$ cat config.mk
export PLATFORM = sky130hd
export DESIGN_NAME = calendar_date_day_adder_unit
export DESIGN_NICKNAME = d
export VERILOG_FILES = /design/src/hdl/cdda_pkg.sv /design/src/hdl/calendar_date_day_adder_unit.sv /design/src/hdl/cdda_step.sv
export SDC_FILE = /design/constraint.sdc
export NUM_CORES = 1
export LEC_CHECK = 0
export BUFFER_PORTS_ARGS = -buffer_cell sky130_fd_sc_hd__buf_2
export CAP_MARGIN = 10
export CORE_UTILIZATION = 40
export CTS_BUF_LIST = sky130_fd_sc_hd__clkbuf_8 sky130_fd_sc_hd__clkbuf_16
export DETAILED_ROUTE_END_ITERATION = 16
export PLACE_DENSITY = 0.6
export SLEW_MARGIN = 20
export SYNTH_ARGS = -nofsm -noshare
export SYNTH_HDL_FRONTEND = slang
export SYNTH_SLANG_ARGS = --single-unit
$ cat constraint.sdc
create_clock -name clk_i -period 4 [get_ports clk_i]
set_input_delay 0.6 -clock clk_i [delete_from_list [all_inputs] [get_ports clk_i]]
set_output_delay 0.6 -clock clk_i [all_outputs]
set_load 0.01 [all_outputs]
$ cat src/hdl/cdda_pkg.sv
package cdda_pkg;

  localparam int unsigned YearW  = 12;
  localparam int unsigned MonthW = 4;
  localparam int unsigned DayW   = 5;

  localparam logic [YearW-1:0] YearLow  = 12'd1752;
  localparam logic [YearW-1:0] YearHigh = 12'd2080;

  localparam logic [MonthW-1:0] MonthJan = 4'd1;
  localparam logic [MonthW-1:0] MonthFeb = 4'd2;
  localparam logic [MonthW-1:0] MonthApr = 4'd4;
  localparam logic [MonthW-1:0] MonthJun = 4'd6;
  localparam logic [MonthW-1:0] MonthSep = 4'd9;
  localparam logic [MonthW-1:0] MonthNov = 4'd11;
  localparam logic [MonthW-1:0] MonthDec = 4'd12;

  localparam logic [DayW-1:0] DayFirst = 5'd1;
  localparam logic [DayW-1:0] DayMax   = 5'd31;

  localparam logic OpSet = 1'b0;
  localparam logic OpAdd = 1'b1;

  typedef enum logic [2:0] {
    StOk    = 3'd0,
    StYear  = 3'd1,
    StDay   = 3'd2,
    StLapse = 3'd3,
    StUnder = 3'd4,
    StOver  = 3'd5
  } status_e;

  typedef struct packed {
    logic [YearW-1:0]  year;
    logic [MonthW-1:0] month;
    logic [DayW-1:0]   day;
    status_e           status;
    logic              done;
  } step_res_t;

  // century rule only needs the years the block can hold
  function automatic logic [DayW-1:0] month_len(logic [MonthW-1:0] m, logic [YearW-1:0] y);
    logic            leap;
    logic [DayW-1:0] len;
    leap = (y[1:0] == 2'b00) && (y != 12'd1800) && (y != 12'd1900) && (y != 12'd2100);
    unique case (m) inside
      MonthFeb:                               len = leap ? 5'd29 : 5'd28;
      MonthApr, MonthJun, MonthSep, MonthNov: len = 5'd30;
      default:                                len = 5'd31;
    endcase
    return len;
  endfunction

endpackage

$ cat src/hdl/calendar_date_day_adder_unit.sv
// Holds a Gregorian date (reset 1752-09-08) and takes one command per transfer: a set loads a
// checked date, an add moves the date by a signed day count of at most MaxLapse days, one day per
// cycle through a shared step unit. Each command goes from the input transfer through the StStep
// and StFin states into the output register; an add steps the date in StStep. The input
// is taken again once the result sits in the output register, even before it is transferred out.
// Any error leaves the stored date unchanged, and each result reports the stored date and a status.
module calendar_date_day_adder_unit #(
  parameter int unsigned MaxLapse = 500
) (
  input  logic                        clk_i,
  input  logic                        rst_ni,
  input  logic                        in_valid_i,
  output logic                        in_ready_o,
  input  logic                        op_i,
  input  logic [11:0]                 set_year_i,
  input  logic [3:0]                  set_month_i,
  input  logic [4:0]                  set_day_i,
  input  logic signed [10:0]          day_delta_i,
  output logic                        out_valid_o,
  input  logic                        out_ready_i,
  output logic [11:0]                 cur_year_o,
  output logic [3:0]                  cur_month_o,
  output logic [4:0]                  cur_day_o,
  output logic [2:0]                  status_o
);

  localparam int unsigned CntW = $clog2(MaxLapse + 1);
  localparam logic signed [11:0] LapseLim = 12'(MaxLapse);

  typedef enum logic [2:0] {
    StIdle = 3'b001,
    StStep = 3'b010,
    StFin  = 3'b100
  } state_e;

  state_e                      state_q, state_d;
  logic                        op_q, op_d;
  logic                        dir_q, dir_d;
  logic [CntW-1:0]             cnt_q, cnt_d;
  logic [11:0]                 wy_q, wy_d;
  logic [3:0]                  wm_q, wm_d;
  logic [4:0]                  wd_q, wd_d;
  cdda_pkg::status_e           st_q, st_d;
  logic [11:0]                 year_q;
  logic [3:0]                  month_q;
  logic [4:0]                  day_q;
  logic                        out_valid_q, out_valid_d;
  logic [11:0]                 out_year_q;
  logic [3:0]                  out_month_q;
  logic [4:0]                  out_day_q;
  cdda_pkg::status_e           out_st_q;

  logic signed [11:0]          delta_ext;
  logic [11:0]                 delta_mag;
  logic                        lapse_err;
  logic                        in_xfer;
  logic                        fin_go;
  logic                        commit;
  cdda_pkg::step_res_t         res;

  assign delta_ext = 12'(day_delta_i);
  assign delta_mag = delta_ext[11] ? 12'(-delta_ext) : 12'(delta_ext);
  assign lapse_err = (delta_ext > LapseLim) || (delta_ext < -LapseLim);

  assign in_ready_o = (state_q == StIdle);
  assign in_xfer    = in_valid_i && in_ready_o;
  assign fin_go     = (state_q == StFin) && (!out_valid_q || out_ready_i);
  assign commit     = fin_go && (st_q == cdda_pkg::StOk);

  cdda_step u_step (
    .op_i       (op_q),
    .dir_i      (dir_q),
    .cnt_zero_i (cnt_q == '0),
    .year_i     (wy_q),
    .month_i    (wm_q),
    .day_i      (wd_q),
    .res_o      (res)
  );

  always_comb begin
    state_d = state_q;
    op_d    = op_q;
    dir_d   = dir_q;
    cnt_d   = cnt_q;
    wy_d    = wy_q;
    wm_d    = wm_q;
    wd_d    = wd_q;
    st_d    = st_q;
    unique case (state_q)
      StIdle: begin
        if (in_xfer) begin
          op_d    = op_i;
          dir_d   = delta_ext[11];
          cnt_d   = delta_mag[CntW-1:0];
          state_d = StStep;
          if (op_i == cdda_pkg::OpSet) begin
            wy_d = set_year_i;
            wm_d = set_month_i;
            wd_d = set_day_i;
            st_d = cdda_pkg::StOk;
          end else begin
            wy_d = year_q;
            wm_d = month_q;
            wd_d = day_q;
            st_d = lapse_err ? cdda_pkg::StLapse : cdda_pkg::StOk;
          end
        end
      end
      StStep: begin
        if (st_q != cdda_pkg::StOk) begin
          state_d = StFin;
        end else begin
          wy_d  = res.year;
          wm_d  = res.month;
          wd_d  = res.day;
          st_d  = res.status;
          cnt_d = cnt_q - CntW'(1);
          if (res.done) begin
            state_d = StFin;
          end
        end
      end
      StFin: begin
        if (fin_go) begin
          state_d = StIdle;
        end
      end
      default: begin
        state_d = StIdle;
      end
    endcase
  end

  always_comb begin
    out_valid_d = out_valid_q;
    if (fin_go) begin
      out_valid_d = 1'b1;
    end else if (out_ready_i) begin
      out_valid_d = 1'b0;
    end
  end

  always_ff @(posedge clk_i or negedge rst_ni) begin
    if (!rst_ni) begin
      state_q     <= StIdle;
      out_valid_q <= 1'b0;
      year_q      <= cdda_pkg::YearLow;
      month_q     <= cdda_pkg::MonthSep;
      day_q       <= 5'd8;
    end else begin
      state_q     <= state_d;
      out_valid_q <= out_valid_d;
      if (commit) begin
        year_q  <= wy_q;
        month_q <= wm_q;
        day_q   <= wd_q;
      end
    end
  end

  always_ff @(posedge clk_i) begin
    op_q  <= op_d;
    dir_q <= dir_d;
    cnt_q <= cnt_d;
    wy_q  <= wy_d;
    wm_q  <= wm_d;
    wd_q  <= wd_d;
    st_q  <= st_d;
    if (fin_go) begin
      out_year_q  <= commit ? wy_q : year_q;
      out_month_q <= commit ? wm_q : month_q;
      out_day_q   <= commit ? wd_q : day_q;
      out_st_q    <= st_q;
    end
  end

  assign out_valid_o = out_valid_q;
  assign cur_year_o  = out_year_q;
  assign cur_month_o = out_month_q;
  assign cur_day_o   = out_day_q;
  assign status_o    = out_st_q;

endmodule

$ cat src/hdl/cdda_step.sv
module cdda_step (
  input  logic                          op_i,
  input  logic                          dir_i,
  input  logic                          cnt_zero_i,
  input  logic [cdda_pkg::YearW-1:0]    year_i,
  input  logic [cdda_pkg::MonthW-1:0]   month_i,
  input  logic [cdda_pkg::DayW-1:0]     day_i,
  output cdda_pkg::step_res_t           res_o
);

  logic [cdda_pkg::MonthW-1:0] lk_month;
  logic [cdda_pkg::DayW-1:0]   len;

  // backward steps need the length of the previous month
  assign lk_month = (op_i == cdda_pkg::OpAdd && dir_i) ? month_i - 4'd1 : month_i;
  assign len      = cdda_pkg::month_len(lk_month, year_i);

  always_comb begin
    res_o.year   = year_i;
    res_o.month  = month_i;
    res_o.day    = day_i;
    res_o.status = cdda_pkg::StOk;
    res_o.done   = 1'b0;
    if (op_i == cdda_pkg::OpSet) begin
      res_o.done = 1'b1;
      if (year_i <= cdda_pkg::YearLow || year_i > cdda_pkg::YearHigh) begin
        res_o.status = cdda_pkg::StYear;
      end else if (month_i < cdda_pkg::MonthJan || month_i > cdda_pkg::MonthDec) begin
        res_o.status = cdda_pkg::StDay;
      end else if (day_i < cdda_pkg::DayFirst || day_i > len) begin
        res_o.status = cdda_pkg::StDay;
      end
    end else if (cnt_zero_i) begin
      res_o.done = 1'b1;
    end else if (!dir_i) begin
      if (day_i >= len) begin
        res_o.day = cdda_pkg::DayFirst;
        if (month_i == cdda_pkg::MonthDec) begin
          if (year_i >= cdda_pkg::YearHigh - 12'd1) begin
            res_o.status = cdda_pkg::StOver;
            res_o.done   = 1'b1;
          end
          res_o.year  = year_i + 12'd1;
          res_o.month = cdda_pkg::MonthJan;
        end else begin
          res_o.month = month_i + 4'd1;
        end
      end else begin
        res_o.day = day_i + 5'd1;
      end
    end else begin
      if (day_i <= cdda_pkg::DayFirst) begin
        if (month_i <= cdda_pkg::MonthJan) begin
          if (year_i <= cdda_pkg::YearLow + 12'd1) begin
            res_o.status = cdda_pkg::StUnder;
            res_o.done   = 1'b1;
          end
          res_o.year  = year_i - 12'd1;
          res_o.month = cdda_pkg::MonthDec;
          res_o.day   = cdda_pkg::DayMax;
        end else begin
          res_o.month = lk_month;
          res_o.day   = len;
        end
      end else begin
        res_o.day = day_i - 5'd1;
      end
    end
  end

endmodule
Word-level counts from Yosys, hierarchy flattened --
Index checks and enable logic that the tools add are counted.
Word-level totals: register bits 84, input port bits 37, output and inout bits 26, word-level logic and storage cells 145
Cells by class: add/subtract/negate cells 8, order comparisons 13, eq/ne operators 22, muxes and demuxes 60, reduce and logical (&&, ||, !) cells 26
Operator list (count):
- 12-bit two-way mux | 6
- 9-bit two-way mux | 8
- 4-bit two-way mux | 13
- 16-bit two-way mux | 2
- 5-bit two-way mux | 6
- 25-bit two-way mux | 1
- 12-bit by 11-bit less-or-equal comparator with 1-bit output, second input constant | 2
- 24-bit two-way mux | 1
- 3-bit two-way mux | 8
- 12-bit by 11-bit != test with 1-bit output, second input constant | 2
- 12-bit one-hot mux with 2 select lines | 1
- 21-bit two-way mux | 1
- 5-bit one-hot mux with 2 select lines | 2
- 9-bit one-hot mux with 2 select lines | 1
- 12-bit by 1-bit adder with 12-bit output, second input constant | 1
- 4-bit equality test, second input constant | 3
- 12-bit >= comparator, second input constant | 1
- 12-bit greater-than comparator, second input constant | 1
- 12-bit != test, second input constant | 1
- 3-bit by 2-bit != test with 1-bit output, second input constant | 4
- 12-bit by 1-bit subtractor with 12-bit output, second input constant | 1
- 11-bit by 10-bit greater-than comparator with 1-bit output, second input constant | 1
- 11-bit by 10-bit less-than comparator with 1-bit output, second input constant | 1
- 9-bit logical NOT | 1
- other kinds (39) | 60

Logic depth before layout (Yosys ltp) --
word-level depth 18, mapped depth 15, depth with buffers taken out 13

By module --
From an unflattened synthesis, not the netlist that was laid out.
Second synthesis, totals: cells, all modules 522, area, all modules 5276.3 um^2
By module, submodules not included:
- calendar_date_day_adder_unit | times used 1, cells each 266, area an instance 3661.0 um^2, sequential area each 2409.8 um^2
- cdda_step | times used 1, cells each 256, area an instance 1615.3 um^2, sequential area each 0.0 um^2

Worst setup path after synthesis --
Ideal clock, no wire load.
kind reg2reg, start register wm_q[0], end register wy_q[0] (enable), library setup time 0.382 ns, data arrival time 3.390 ns, data required time 3.618 ns, setup slack 0.228 ns, stages on the path, launching flop included 16, buffers on the path 2, clock period less this slack 3.772 ns, cells stage by stage edfxtp_1 > clkbuf_1 > inv_1 > ha_1 > clkbuf_1 > nand3_1 > xnor2_1 > a2111oi_0 > o31a_1 > ha_1 > nand2b_1 > a21oi_1 > or2_2 > mux2i_1 > a21oi_1 > nor2b_1
On the way: word-level cells in the longest chain between the ends 8, elaborated cells on any way between the ends 16, those cells by class 1 x add/sub; 2 x order compare; 9 x eq/ne; 2 x mux; 2 x reduce/logical
RTL lines:
- from (decl) | line calendar_date_day_adder_unit.sv:41 | logic [3:0] wm_q, wm_d;
- from (signal assigned) | line calendar_date_day_adder_unit.sv:166 | wm_q <= wm_d;
- 4-bit by 1-bit subtractor with 4-bit output | line cdda_step.sv:15 | assign lk_month = (op_i == cdda_pkg::OpAdd && dir_i) ? month_i - 4'd1 : month_i;
- 4-bit two-way mux | line cdda_step.sv:15
- 4-bit equality test or 4-bit by 3-bit equality test with 1-bit output (tied branches) | line cdda_step.sv:16 | assign len = cdda_pkg::month_len(lk_month, year_i);
- 4-bit OR reduction | line cdda_pkg.sv:46 | unique case (m) inside
- 5-bit one-hot mux with 2 select lines | line cdda_pkg.sv:46
- 5-bit >= comparator | line cdda_step.sv:36 | if (day_i >= len) begin
- 3-bit by 2-bit != test with 1-bit output (no source line)
- 9-bit AND reduction (no source line) (*)
- to (signal assigned) | line calendar_date_day_adder_unit.sv:165 | wy_q <= wy_d;
- to (decl) | line calendar_date_day_adder_unit.sv:40 | logic [11:0] wy_q, wy_d;
Every way passes the cells marked *; elsewhere a longest branch is shown, timed or not. A chain may end at the register's enable or synchronous reset.

Worst setup path in the final report --
start register wm_q[1], end register wy_q[1] (enable)
Same word-level chain as after synthesis.

==> results.json <==
{
  "dieWidth_um": 114,
  "crit_path_frequent_cell": "a21oi_1",
  "die_h_um": 114,
  "yosysUniqueCellTypes": 58,
  "vias": 3897,
  "postRouteAntennaNets": 0,
  "ys_async_sr_fraction_pct": 29.8,
  "grt-ovfl-total": 0,
  "dp_hpwl_mm": 8.34,
  "fin_area_sq_mm": 0.00577,
  "critPathLaunchType": "flop",
  "core_sq_mm": 0.0121,
  "vdd_drop_max_uv": 237,
  "max_stage_delay_ps": 480,
  "final_max_slew_viol_count": 0,
  "crit_type": "reg -> reg",
  "place_area_sq_mm": 0.00552,
  "relSlewSlack_pct": 34.0,
  "fin_crit_sh_pct": 90.1,
  "drt_iter0_drc": 193,
  "cts-root-buf": "clkbuf_16",
  "power.total_mw": 3.63,
  "grt_pass1_vias": 3715,
  "dr.pass1.iters": 5,
  "mostFrequentLayoutCell": "buf_2",
  "arrival_ps": 3640,
  "grt_usage_pct": 19.1,
  "drive_above_1_share_pct": 22.4,
  "finalHoldViolCount": 0,
  "clk_latency_ps": 340,
  "clk_pin_slew_ps": 60,
  "final_core_util_pct": 47.7,
  "syn_inst": 483,
  "slowest_stage": "edfxtp_1",
  "cts_buffers": 9,
  "rsz0062_at_grt": "no",
  "htree_levels": 3,
  "ios": 63,
  "crit_buf_inv": 2,
  "cts_setup_buffers": 0,
  "worst_slew_pin_slew_ps": 987,
  "p_per_area_mw_per_mm2": 629,
  "min_path_type": "in -> async",
  "setup_ws_ps": 398,
  "final_cell_mix": "buf_2, edfxtp_1, nand2_1, a21oi_1, nor2_1",
  "wl_per_cell_um": 16.5,
  "dp_slack_ps": 330,
  "setup_tns_ps": 0,
  "crit_family": "compound AO/OA/AOI/OAI gates",
  "maxCapViolCount": 0,
  "max_freq_mhz": 278,
  "status": "completed",
  "synth.ff_latch_count": 84,
  "setup_viol": 0,
  "leakage_nw": 2.35,
  "fin_crit_ps": 3600,
  "crit_chain": "inv_1 -> ha_2 -> nand3_1 -> xnor2_1 -> a2111oi_0 -> o31a_1 -> ha_1 -> nand2b_1 -> a21oi_1 -> or2_2 -> mux2i_1 -> a21oi_1 -> nor2b_1 -> buf_4",
  "gp_congestion": 0.843,
  "worstPathRequired_ps": 4040,
  "initial_core_util_pct": 41.5,
  "syn_area_per_cell_sq_um": 10.4,
  "cts_hold_buf": 0,
  "end_kind": "flop",
  "vias_per_cell": 5.47,
  "cts_resized": 0,
  "dieArea_sq_mm": 0.0130,
  "seq_area_frac_synth_pct": 48.0,
  "diodes": 0,
  "path_max_fanout": 12,
  "clock_sinks": 84,
  "yosysWarningCount": 0,
  "syn_to_final_growth_pct": 15.0,
  "tritoncts": "built",
  "synth_edf_count": 59,
  "synth.cell_area_sq_mm": 0.00502,
  "grt_pass1_wl_mm": 19.1,
  "antenna_found_initial": 0,
  "drt-total-wl_mm": 11.8,
  "nNetsFinal": 599,
  "fp-row-count": 40,
  "grt_max_degree": 35,
  "drc_errors": 0,
  "synth.net_count": 542,
  "synth_ff_type": "edfxtp_1",
  "clockBufferDepth": 2,
  "io_buffers": 62,
  "worst_clock_skew_ps": 5.86
}
[metal layers]
layer  track usage, %  share of wire (%)  wire, um
met1             26.8                 48      5650
met2             29.7                 46      5360
met3             3.76                4.9       576
met4             6.58                1.6       187
met5                0                  0         0
[cell usage after synthesis (all sizes together), types with 10 or more instances]
cell type  count  area (sq um)
clkbuf        17          63.8
o22ai         13          81.3
nor3          16          80.1
mux2          17           191
o21ai         32           160
nor2          35           134
mux2i         23           230
edfxtp        59          1770
inv           15          56.3
ha            21           263
xor2          14           123
a21oi         36           180
dfstp         10           263
nand2         38           143
xnor2         18           158
dfrtp         15           375
nand3         16          80.1
[kinds of logic after synthesis]
group,after synthesis,share of synthesized area [%]
compound gates,126,15.8
fa+ha+maj,22,5.63
flops,84,48.0
simple gates,138,13.4
mux,40,8.40
buf+inv,41,3.24
xor+xnor,32,5.58
[state kept, by name (all words and copies together) (netlist names)]
register and count:
cnt_q 9, cur_day_o 5, cur_month_o 4, cur_year_o 12, day_q 5, dir_q 1
month_q 4, op_q 1, out_valid_o 1, st_q 3, state_q 3, status_o 3
wd_q 5, wm_q 4, wy_q 12, year_q 12
[power by group]
part	total, mW	switching (mW)	internal [mW]
sequential	1.57	0.260	1.31
combinational	1.34	0.758	0.577
clock	0.727	0.320	0.407
[path summary, 6_finish.rpt]
path                                        from                    end  slack [ps]  depth (start not counted)
setup / recovery               wm_q[1]$_DFFE_PP_      wy_q[1]$_DFFE_PP_         400                         14
hold / removal                            rst_ni     day_q[2]$_DFF_PN0_         290                          1
setup reg to reg               wm_q[1]$_DFFE_PP_      wy_q[1]$_DFFE_PP_         400                         14
hold reg to reg            st_q[2]$_SDFFCE_PN0P_  status_o[2]$_DFFE_PP_         470                          0
max in group asynchronous                 rst_ni   year_q[11]$_DFF_PN0_        3270                          1
min in group clk_i         st_q[2]$_SDFFCE_PN0P_  status_o[2]$_DFFE_PP_         470                          0
[area by class of cell]
| cell class | count | area, sq um |
|---|---|---|
| Inverter | 15 | 56.3 |
| Clock inverter | 7 | 28.8 |
| Fill cell | 1150 | 6340 |
| Clock buffer | 9 | 225 |
| Timing Repair Buffer | 72 | 385 |
| Tap cell | 168 | 210 |
| Sequential cell | 84 | 2410 |
| Multi-Input combinational cell | 358 | 2460 |
[worst register-to-register path, delay by kind of cell (launching register included)]
kind | cells | cell delay [ps]
AO/OA/AOI/OAI | 4 | 870
AND/OR/NAND/NOR | 4 | 710
flip-flops | 1 | 480
adder cells (fa/ha/maj) | 2 | 440
buffers and inverters | 2 | 410
multiplexers | 1 | 230
XOR/XNOR | 1 | 170
[through the flow]
stage | hold slack (ps) | cells
after floorplan | 304 | 483
after global placement | 476 | 697
after detailed placement | 464 | 697
after CTS | 310 | 713
after global routing | 335 | 713
final | 292 | 713
Power figures use the tool's default switching activity.
